### config.mk
export PLATFORM = sky130hd
export DESIGN_NAME = ble_ll_pdu_classifier
export DESIGN_NICKNAME = d
export VERILOG_FILES = /design/src/sv/bpc_pkg.sv /design/src/sv/bpc_front.sv /design/src/sv/bpc_fifo.sv /design/src/sv/bpc_back.sv /design/src/sv/ble_ll_pdu_classifier.sv
export VERILOG_INCLUDE_DIRS = /design/src /design/src/sv
export SDC_FILE = /design/constraint.sdc
export NUM_CORES = 1
export LEC_CHECK = 0
export BUFFER_PORTS_ARGS = -buffer_cell sky130_fd_sc_hd__buf_4
export CAP_MARGIN = 20
export CORE_ASPECT_RATIO = 1.1
export CORE_MARGIN = 5
export CORE_UTILIZATION = 56
export DETAILED_ROUTE_END_ITERATION = 8
export GPL_TIMING_DRIVEN = 0
export MAX_ROUTING_LAYER = met4
export PLACE_DENSITY = 0.9
export SYNTH_ARGS = -nofsm -noshare
export SYNTH_HDL_FRONTEND = slang
export SYNTH_SLANG_ARGS = --single-unit
### constraint.sdc
create_clock -name clk_i -period 2.8 [get_ports clk_i]
set_input_delay 0.56 -clock clk_i [delete_from_list [all_inputs] [get_ports clk_i]]
set_output_delay 0.56 -clock clk_i [all_outputs]
set_load 0.01 [all_outputs]
### src/sv/ble_ll_pdu_classifier_macros.svh
// Assertion macros used by the classifier back end.
`ifndef BLE_LL_PDU_CLASSIFIER_MACROS_SVH
`define BLE_LL_PDU_CLASSIFIER_MACROS_SVH

// Same-cycle implication on clk_i, disabled while rst_ni is low.
`define BPC_ASSERT_IMP(name, ante, cons) \
  name: assert property (@(posedge clk_i) disable iff (!rst_ni) (ante) |-> (cons)) \
    else $error("same-cycle property violated");

// Next-cycle implication on clk_i, disabled while rst_ni is low.
`define BPC_ASSERT_NXT(name, ante, cons) \
  name: assert property (@(posedge clk_i) disable iff (!rst_ni) (ante) |=> (cons)) \
    else $error("next-cycle property violated");

`endif

### src/sv/bpc_pkg.sv
// Types and constants for the link-layer PDU header classifier.
`timescale 1ns / 1ps
package bpc_pkg;

  localparam int unsigned CntW        = 32;
  localparam int unsigned QueueDepth  = 2;

  localparam logic [7:0] HdrLen       = 8'd2;
  localparam logic [7:0] LenMask      = 8'h3F;
  localparam logic [7:0] TypeMask     = 8'h0F;
  localparam logic [7:0] LlidMask     = 8'h03;
  localparam logic [7:0] AdvChLo      = 8'd37;
  localparam logic [7:0] AdvChHi      = 8'd39;
  localparam logic [7:0] DataChHi     = 8'd36;
  localparam logic [7:0] TypeNone     = 8'hFF;

  localparam logic [3:0] FlagAdvCh    = 4'b0001;
  localparam logic [3:0] FlagExt      = 4'b0010;
  localparam logic [3:0] FlagDataCh   = 4'b0100;
  localparam logic [3:0] FlagRsvd     = 4'b1000;

  localparam logic       OpClassify   = 1'b0;

  typedef enum logic [2:0] {
    PK_UNKNOWN = 3'd0,
    PK_ADV     = 3'd1,
    PK_SCAN    = 3'd2,
    PK_CONNECT = 3'd3,
    PK_DATA    = 3'd4
  } kind_e;

  // What the back end does with a queued entry.
  typedef enum logic [1:0] {
    CMD_CLEAR = 2'd0,
    CMD_PASS  = 2'd1,
    CMD_DROP  = 2'd2,
    CMD_COUNT = 2'd3
  } cmd_e;

  typedef struct packed {
    cmd_e       cmd;
    kind_e      kind;
    logic [7:0] type_code;
    logic [3:0] flags;
    logic [7:0] kept;
  } pkt_t;

endpackage

### src/sv/bpc_front.sv
// Front end: mode register and header decode into a queue entry.
`timescale 1ns / 1ps
module bpc_front
  import bpc_pkg::*;
(
  input  logic       clk_i,
  input  logic       rst_ni,
  input  logic       cfg_we_i,
  input  logic       cfg_wdata_i,
  input  logic       operation_i,
  input  logic [7:0] channel_i,
  input  logic [7:0] packet_length_i,
  input  logic [7:0] header_first_i,
  input  logic [7:0] header_second_i,
  output pkt_t       pkt_o
);

  logic       ble_mode_q, ble_mode_d;
  logic [7:0] expect_len;
  logic [7:0] adv_type;
  logic [7:0] llid;

  assign ble_mode_d = cfg_we_i ? cfg_wdata_i : ble_mode_q;

  always_ff @(posedge clk_i or negedge rst_ni) begin
    if (!rst_ni) begin
      ble_mode_q <= 1'b0;
    end else begin
      ble_mode_q <= ble_mode_d;
    end
  end

  assign expect_len = HdrLen + (header_second_i & LenMask);
  assign adv_type   = header_first_i & TypeMask;
  assign llid       = header_first_i & LlidMask;

  always_comb begin
    pkt_o.cmd       = CMD_PASS;
    pkt_o.kind      = PK_UNKNOWN;
    pkt_o.type_code = TypeNone;
    pkt_o.flags     = 4'b0000;
    pkt_o.kept      = packet_length_i;
    if (operation_i != OpClassify) begin
      pkt_o.cmd  = CMD_CLEAR;
      pkt_o.kept = 8'd0;
    end else if (ble_mode_q) begin
      if (packet_length_i < HdrLen || expect_len > packet_length_i) begin
        pkt_o.cmd = CMD_DROP;
      end else begin
        pkt_o.cmd  = CMD_COUNT;
        pkt_o.kept = expect_len;
        if (channel_i inside {[AdvChLo:AdvChHi]}) begin
          pkt_o.type_code = adv_type;
          pkt_o.flags     = FlagAdvCh;
          case (adv_type[3:0])
            4'd3, 4'd4: begin
              pkt_o.kind = PK_SCAN;
            end
            4'd5: begin
              pkt_o.kind = PK_CONNECT;
            end
            4'd0, 4'd1, 4'd2, 4'd6: begin
              pkt_o.kind = PK_ADV;
            end
            4'd7: begin
              pkt_o.kind  = PK_ADV;
              pkt_o.flags = FlagAdvCh | FlagExt;
            end
            default: begin
              pkt_o.flags = FlagAdvCh | FlagRsvd;
            end
          endcase
        end else if (channel_i <= DataChHi) begin
          pkt_o.type_code = llid;
          if (llid == 8'd0) begin
            pkt_o.flags = FlagDataCh | FlagRsvd;
          end else begin
            pkt_o.kind  = PK_DATA;
            pkt_o.flags = FlagDataCh;
          end
        end
      end
    end
  end

endmodule

### src/sv/bpc_fifo.sv
// Small queue of decoded entries between front and back end.
`timescale 1ns / 1ps
module bpc_fifo
  import bpc_pkg::*;
#(
  parameter int unsigned Depth = QueueDepth
) (
  input  logic clk_i,
  input  logic rst_ni,
  input  logic push_i,
  input  pkt_t wdata_i,
  output logic full_o,
  input  logic pop_i,
  output logic valid_o,
  output pkt_t rdata_o
);

  localparam int unsigned PtrW = (Depth > 1) ? $clog2(Depth) : 1;
  localparam int unsigned CntWq = $clog2(Depth + 1);

  pkt_t             mem_q [Depth];
  logic [PtrW-1:0]  wr_ptr_q, wr_ptr_d;
  logic [PtrW-1:0]  rd_ptr_q, rd_ptr_d;
  logic [CntWq-1:0] count_q, count_d;
  logic             do_push, do_pop;

  assign full_o  = (count_q == CntWq'(Depth));
  assign valid_o = (count_q != '0);
  assign rdata_o = mem_q[rd_ptr_q];
  assign do_push = push_i && !full_o;
  assign do_pop  = pop_i && valid_o;

  always_comb begin
    wr_ptr_d = wr_ptr_q;
    rd_ptr_d = rd_ptr_q;
    count_d  = count_q;
    if (do_push) begin
      wr_ptr_d = (wr_ptr_q == PtrW'(Depth - 1)) ? '0 : wr_ptr_q + PtrW'(1);
    end
    if (do_pop) begin
      rd_ptr_d = (rd_ptr_q == PtrW'(Depth - 1)) ? '0 : rd_ptr_q + PtrW'(1);
    end
    if (do_push && !do_pop) begin
      count_d = count_q + CntWq'(1);
    end else if (do_pop && !do_push) begin
      count_d = count_q - CntWq'(1);
    end
  end

  always_ff @(posedge clk_i or negedge rst_ni) begin
    if (!rst_ni) begin
      wr_ptr_q <= '0;
      rd_ptr_q <= '0;
      count_q  <= '0;
    end else begin
      wr_ptr_q <= wr_ptr_d;
      rd_ptr_q <= rd_ptr_d;
      count_q  <= count_d;
    end
  end

  // Payload storage, no reset.
  always_ff @(posedge clk_i) begin
    if (do_push) begin
      mem_q[wr_ptr_q] <= wdata_i;
    end
  end

endmodule

### src/sv/bpc_back.sv
// Back end: counter updates and the registered result.
`timescale 1ns / 1ps
module bpc_back
  import bpc_pkg::*;
(
  input  logic            clk_i,
  input  logic            rst_ni,
  input  logic            q_valid_i,
  input  pkt_t            q_pkt_i,
  output logic            q_pop_o,
  output logic            out_valid_o,
  input  logic            out_ready_i,
  output logic            accepted_o,
  output logic [2:0]      pdu_kind_o,
  output logic [7:0]      pdu_type_o,
  output logic [3:0]      pdu_flags_o,
  output logic [7:0]      kept_length_o,
  output logic [CntW-1:0] dropped_total_o,
  output logic [CntW-1:0] unknown_total_o,
  output logic [CntW-1:0] adv_total_o,
  output logic [CntW-1:0] scan_total_o,
  output logic [CntW-1:0] connect_total_o,
  output logic [CntW-1:0] data_total_o
);

  logic              out_valid_q, out_valid_d;
  pkt_t              res_q;
  logic              pop;
  logic [CntW-1:0]   dropped_q, dropped_d;
  logic [CntW-1:0]   unknown_q, unknown_d;
  logic [CntW-1:0]   adv_q, adv_d;
  logic [CntW-1:0]   scan_q, scan_d;
  logic [CntW-1:0]   connect_q, connect_d;
  logic [CntW-1:0]   data_q, data_d;
  logic              clear_pop, drop_pop, pass_pop;
  logic [6*CntW-1:0] totals;

  // Take the next entry when the result slot is empty or being drained.
  assign pop     = q_valid_i && (!out_valid_q || out_ready_i);
  assign q_pop_o = pop;

  always_comb begin
    out_valid_d = out_valid_q;
    if (pop) begin
      out_valid_d = 1'b1;
    end else if (out_ready_i) begin
      out_valid_d = 1'b0;
    end
  end

  always_comb begin
    dropped_d = dropped_q;
    unknown_d = unknown_q;
    adv_d     = adv_q;
    scan_d    = scan_q;
    connect_d = connect_q;
    data_d    = data_q;
    if (pop) begin
      case (q_pkt_i.cmd)
        CMD_CLEAR: begin
          unknown_d = '0;
          adv_d     = '0;
          scan_d    = '0;
          connect_d = '0;
          data_d    = '0;
        end
        CMD_DROP: begin
          dropped_d = dropped_q + CntW'(1);
        end
        CMD_COUNT: begin
          case (q_pkt_i.kind)
            PK_ADV:     adv_d     = adv_q + CntW'(1);
            PK_SCAN:    scan_d    = scan_q + CntW'(1);
            PK_CONNECT: connect_d = connect_q + CntW'(1);
            PK_DATA:    data_d    = data_q + CntW'(1);
            default:    unknown_d = unknown_q + CntW'(1);
          endcase
        end
        default: begin
        end
      endcase
    end
  end

  always_ff @(posedge clk_i or negedge rst_ni) begin
    if (!rst_ni) begin
      out_valid_q <= 1'b0;
      dropped_q   <= '0;
      unknown_q   <= '0;
      adv_q       <= '0;
      scan_q      <= '0;
      connect_q   <= '0;
      data_q      <= '0;
    end else begin
      out_valid_q <= out_valid_d;
      dropped_q   <= dropped_d;
      unknown_q   <= unknown_d;
      adv_q       <= adv_d;
      scan_q      <= scan_d;
      connect_q   <= connect_d;
      data_q      <= data_d;
    end
  end

  always_ff @(posedge clk_i) begin
    if (pop) begin
      res_q <= q_pkt_i;
    end
  end

  assign out_valid_o     = out_valid_q;
  assign accepted_o      = (res_q.cmd == CMD_PASS) || (res_q.cmd == CMD_COUNT);
  assign pdu_kind_o      = res_q.kind;
  assign pdu_type_o      = res_q.type_code;
  assign pdu_flags_o     = res_q.flags;
  assign kept_length_o   = res_q.kept;
  assign dropped_total_o = dropped_q;
  assign unknown_total_o = unknown_q;
  assign adv_total_o     = adv_q;
  assign scan_total_o    = scan_q;
  assign connect_total_o = connect_q;
  assign data_total_o    = data_q;

  assign clear_pop = pop && (q_pkt_i.cmd == CMD_CLEAR);
  assign drop_pop  = pop && (q_pkt_i.cmd == CMD_DROP);
  assign pass_pop  = pop && (q_pkt_i.cmd == CMD_PASS);
  assign totals    = {dropped_q, unknown_q, adv_q, scan_q, connect_q, data_q};

`include "ble_ll_pdu_classifier_macros.svh"

  `BPC_ASSERT_NXT(a_stall_holds_totals, out_valid_q && !out_ready_i, $stable(totals))
  `BPC_ASSERT_NXT(a_clear_zeroes, clear_pop, unknown_q == '0 && data_q == '0 && $stable(dropped_q))
  `BPC_ASSERT_NXT(a_drop_counts, drop_pop, dropped_q == $past(dropped_q) + CntW'(1))
  `BPC_ASSERT_NXT(a_pass_still, pass_pop, $stable(totals))
  `BPC_ASSERT_IMP(a_pop_has_room, pop, !out_valid_q || out_ready_i)

endmodule

### src/sv/ble_ll_pdu_classifier.sv
// Top level of the link-layer PDU header classifier.
//
//   channel   signals                            direction
//   -------   --------------------------------   ---------
//   config    cfg_we_i, cfg_wdata_i              in, no stall
//   packet    in_valid_i / in_ready_o + fields   in
//   result    out_valid_o / out_ready_i + fields out
//
// One transfer per cycle unless the result stalls; a packet taken at the input is
// written into the queue, then into the result slot as the back takes it, and
// shows from then on. The front decodes combinationally into a QDepth-entry queue;
// the back updates the counters as it takes an entry, so totals hold while a result
// stalls. in_ready_o drops only when the queue is full behind a stalled result.
// Reset (async, active low) clears the mode to pass-through, counters and queue.
`timescale 1ns / 1ps
module ble_ll_pdu_classifier
  import bpc_pkg::*;
#(
  parameter int unsigned QDepth = QueueDepth
) (
  input  logic            clk_i,
  input  logic            rst_ni,
  input  logic            cfg_we_i,
  input  logic            cfg_wdata_i,
  input  logic            in_valid_i,
  output logic            in_ready_o,
  input  logic            operation_i,
  input  logic [7:0]      channel_i,
  input  logic [7:0]      packet_length_i,
  input  logic [7:0]      header_first_i,
  input  logic [7:0]      header_second_i,
  output logic            out_valid_o,
  input  logic            out_ready_i,
  output logic            accepted_o,
  output logic [2:0]      pdu_kind_o,
  output logic [7:0]      pdu_type_o,
  output logic [3:0]      pdu_flags_o,
  output logic [7:0]      kept_length_o,
  output logic [CntW-1:0] dropped_total_o,
  output logic [CntW-1:0] unknown_total_o,
  output logic [CntW-1:0] adv_total_o,
  output logic [CntW-1:0] scan_total_o,
  output logic [CntW-1:0] connect_total_o,
  output logic [CntW-1:0] data_total_o
);

  pkt_t front_pkt;
  pkt_t q_pkt;
  logic q_full;
  logic q_valid;
  logic q_pop;

  // Decode the header and hold the mode register.
  bpc_front u_front (
    .clk_i           (clk_i),
    .rst_ni          (rst_ni),
    .cfg_we_i        (cfg_we_i),
    .cfg_wdata_i     (cfg_wdata_i),
    .operation_i     (operation_i),
    .channel_i       (channel_i),
    .packet_length_i (packet_length_i),
    .header_first_i  (header_first_i),
    .header_second_i (header_second_i),
    .pkt_o           (front_pkt)
  );

  // Accept a packet whenever the queue has room.
  assign in_ready_o = !q_full;

  bpc_fifo #(
    .Depth (QDepth)
  ) u_fifo (
    .clk_i   (clk_i),
    .rst_ni  (rst_ni),
    .push_i  (in_valid_i),
    .wdata_i (front_pkt),
    .full_o  (q_full),
    .pop_i   (q_pop),
    .valid_o (q_valid),
    .rdata_o (q_pkt)
  );

  // Advance counters and present the result.
  bpc_back u_back (
    .clk_i           (clk_i),
    .rst_ni          (rst_ni),
    .q_valid_i       (q_valid),
    .q_pkt_i         (q_pkt),
    .q_pop_o         (q_pop),
    .out_valid_o     (out_valid_o),
    .out_ready_i     (out_ready_i),
    .accepted_o      (accepted_o),
    .pdu_kind_o      (pdu_kind_o),
    .pdu_type_o      (pdu_type_o),
    .pdu_flags_o     (pdu_flags_o),
    .kept_length_o   (kept_length_o),
    .dropped_total_o (dropped_total_o),
    .unknown_total_o (unknown_total_o),
    .adv_total_o     (adv_total_o),
    .scan_total_o    (scan_total_o),
    .connect_total_o (connect_total_o),
    .data_total_o    (data_total_o)
  );

endmodule
==> flow_summary_export.csv <==
group,metric,value,unit
run_status,status,"finished with violations",
run_status,violations,"negative hold slack",
clock_tree,h-tree-depth,1,
logic_synthesis,synth-edff-count,65,
setup_path,crit_required,3.21,ns
grt,grt_overflow_total,0,
clock_tree,cts_made_buffers,27,
logic_synthesis,syn_area,13810,um^2
route,drtIter0Drc,1487,
clock_tree,insertion_delay,0.53,ns
finish,drive_gt1_share,24.87,%
grt,grt_pass1_vias,12350,
logic_synthesis,ys_top_cells_by_area,"dfrtp_1 36%, edfxtp_1 14%, xnor2_1 3.6%",
clock_tree,cts_tree,"yes",
timing,slew_violations,0,
logic_synthesis,yosysSeqAreaShare,50.02,%
timing,relSlewSlack,32.13,%
setup_path,r2r_cells,11,
floorplanning,num_io_pins,257,
finish,nets,1704,
floorplanning,core,24400,um^2
timing,grt_setup_unrepaired,"true",
timing,post-route-period-util,97.31,%
route,ant_nets,0,
grt,grt_util_all_layers,28.22,%
power_and_ir_drop,ir_drop,0.6057,mV
grt,antenna_found_initial,0,
floorplanning,fp.dieW,159.7,um
clock_tree,root_buffer,"clkbuf_16",
finish,n_fill_cell,1777,
route,wl,39720,um
timing,hold_ws,-0.01077,ns
route,vias_per_cell,6.370,
power_and_ir_drop,power_density,686.9,nW/um^2
logic_synthesis,syn_nets,1425,
timing,setup_viol,0,
timing,worst_slew_pin_slew,1.009,ns
logic_synthesis,ys_ff_latch,263,
timing,clock_skew,0.009952,ns
clock_tree,cts.sinks,263,
floorplanning,die_h,174.7,um
timing,worst_slack,0.07533,ns
setup_path,arrival,3.13,ns
timing,fmax,367.0,MHz
placement,preCtsSetupSlack,-0.6494,ns
hold_path,hold_class,"in -> async",
logic_synthesis,synthDistinctLibCells,73,
clock_tree,cts_buffer_depth,3,
timing,finalCriticalPeriod,2.725,ns
setup_path,critPathLaunchType,"flop",
logic_synthesis,netlist_instances,1371,
placement,dpl.cell_count,1933,
placement,hpwl,28630,um
logic_synthesis,ys_warn_count,0,
setup_path,cp_max_fo,10,
power_and_ir_drop,p_leak,7.259,nW
setup_path,crit_path_end_kind,"flop",
floorplanning,start_util,56.59,%
floorplanning,rows,60,
grt,grt_max_degree,124,
setup_path,path_class,"reg -> reg",
timing,report.final.hold_viol_count,4,
placement,port_buffers,250,
finish,num_antenna_cells,0,
logic_synthesis,synth_top_cell_area_share,35.89,%
logic_synthesis,async_reset_ff_share,75.29,%
logic_synthesis,ys.flop_type,"dfrtp_1",
logic_synthesis,yosys.area.top_type,"dfrtp_1",
placement,gp_congestion,0.9358,
route,wl_per_cell,20.07,um
clock_tree,clk_pin_slew_worst_paths,0.06,ns
logic_synthesis,syn-mean-instance-area,10.07,um^2
finish,instances_no_fill,1979,
grt,grt_pass1_wl,63540,um
route,dr_total_vias,12610,
flow_run,cap_violations,0,
floorplanning,die_area,27900,um^2
route,dr.pass1.iters,7,
clock_tree,holdBufCountCts,0,
finish,syn2layout_area_growth,24.47,%
route,drc,0,
==> power breakdown <==
part | total, W | leakage (nW) | switching (W) | internal (W)
registers | 0.00482 | 3.32 | 0.000339 | 0.00448
clock network | 0.00352 | 0.425 | 0.00145 | 0.00207
logic | 0.00346 | 3.51 | 0.00221 | 0.00125
==> cell usage in the layout, fill, tap and decap left out, drive strengths merged, types with 20 or more instances in the layout <==
| cell type | netlist | layout |
|---|---|---|
| a21oi | 92 | 92 |
| or4 | 43 | 43 |
| nor4 | 28 | 28 |
| o21ai | 45 | 45 |
| nand4 | 50 | 50 |
| mux2 | 23 | 23 |
| inv | 52 | 52 |
| or3 | 26 | 26 |
| o31ai | 49 | 49 |
| nand2 | 112 | 112 |
| and3 | 30 | 30 |
| xnor2 | 57 | 57 |
| edfxtp | 65 | 65 |
| clkbuf | 53 | 85 |
| nand3 | 61 | 61 |
| buf | 42 | 296 |
| nor3 | 21 | 21 |
| a211oi | 20 | 20 |
| nor2 | 89 | 89 |
| xor2 | 29 | 29 |
| dfrtp | 198 | 198 |
==> worst max-delay path, stage by stage, from the launching register on <==
cell	delay (ns)
dfrtp_1	0.32
buf_4	0.17
mux2i_4	0.36
inv_2	0.08
buf_2	0.22
nor2_4	0.25
buf_4	0.25
nand2_2	0.18
clkbuf_4	0.29
buf_2	0.25
nand4_1	0.15
nand2_1	0.08
==> path summary, 6_finish.rpt <==
| check | start | endpoint | slack, ns |
|---|---|---|---|
| max | u_fifo.rd_ptr_q | u_back.unknown_total_o[19] | 0.08 |
| min | rst_ni | u_back.connect_total_o[23] | -0.01 |
| max reg2reg | u_fifo.rd_ptr_q | u_back.unknown_total_o[19] | 0.08 |
| min reg2reg | u_back.dropped_total_o[31] | u_back.dropped_total_o[31] | 0.48 |
| max in group asynchronous | rst_ni | u_fifo.rd_ptr_q | 1.82 |
| min in group clk_i | cfg_we_i | u_front.ble_mode_q | 0.23 |
==> cell type report <==
class,instances,area (um^2),area share [%]
plain buffers,90,486.7,2.832
clock buffers,36,759.5,4.419
clock inverters,12,106.4,0.6189
inverters,53,198.9,1.158
multi-input cells,960,6390,37.18
flip-flops and latches,263,6907,40.19
well taps,310,387.9,2.257
repair buffers,255,1949,11.34
==> repair_timing <==
item | CTS | global route
hold endpoints to repair | 0 | 0
pin swaps | 0 | 2
setup buffers | 2 | 1
resized for setup | 22 | 44
setup endpoints to repair | 154 | 153
==> state kept, by name, indices dropped and copies added, names as in the netlist <==
| name | flops |
|---|---|
| u_fifo.mem_q | 44 |
| u_back.adv_total_o | 32 |
| u_back.connect_total_o | 32 |
| u_back.data_total_o | 32 |
| u_back.dropped_total_o | 32 |
| u_back.scan_total_o | 32 |
| u_back.unknown_total_o | 32 |
| u_back.kept_length_o | 8 |
| u_back.pdu_type_o | 5 |
| u_back.pdu_flags_o | 4 |
| u_back.pdu_kind_o | 3 |
| u_fifo.count_q | 2 |
| u_back.out_valid_o | 1 |
| u_back.res_q | 1 |
| u_fifo.rd_ptr_q | 1 |
| u_fifo.wr_ptr_q | 1 |
| u_front.ble_mode_q | 1 |
==> synthesized netlist by cell type, types with 29 or more instances <==
| cell | n |
|---|---|
| nor2_1 | 88 |
| a21oi_1 | 92 |
| dfrtp_1 | 198 |
| clkbuf_1 | 53 |
| edfxtp_1 | 65 |
| nand2_1 | 112 |
| o21ai_0 | 35 |
| o31ai_1 | 49 |
| xor2_1 | 29 |
| inv_1 | 49 |
| nand4_1 | 50 |
| xnor2_1 | 57 |
| nand3_1 | 61 |
| and3_1 | 30 |
| or4_1 | 43 |
==> routing by layer <==
metal / global-route usage (%) / vias to the layer above / routed length [um]
met5: - / - / 0
met4: 12.80 / 0 / 1736
met3: 5.237 / 132 / 3387
met2: 45.51 / 690 / 19170
met1: 34.85 / 6120 / 15420
li1: - / 5664 / -
==> kinds of logic after synthesis <==
group / Yosys count / synth area share, %
and+or+nand+nor: 530 / 21.01
AOI/OAI and AO/OA: 290 / 14.10
DFF: 263 / 50.02
buffers and inverters: 148 / 4.839
xor gates and xnor gates: 86 / 5.455
muxes: 39 / 3.217
adders and majority gates: 15 / 1.359
==> per-stage QoR <==
| stage | setup TNS [ns] | power [W] | instance area, um^2 | util, % | hold WS [ns] |
|---|---|---|---|---|---|
| after floorplan | 0 | 0.006752 | 13810 | - | 0.2644 |
| after global placement | -122.54 | 0.008077 | 16070 | 65.87 | 0.4574 |
| after detailed placement | -79.48 | 0.008180 | 16130 | 66.09 | 0.4610 |
| after CTS | 0 | 0.01175 | 17070 | 69.97 | 0.01734 |
| after global routing | -0.2262 | 0.01230 | 17190 | 70.44 | 0.04809 |
| final | 0 | 0.01180 | 17190 | 70.44 | -0.01077 |
No activity file was read; power rests on OpenSTA's default activity.
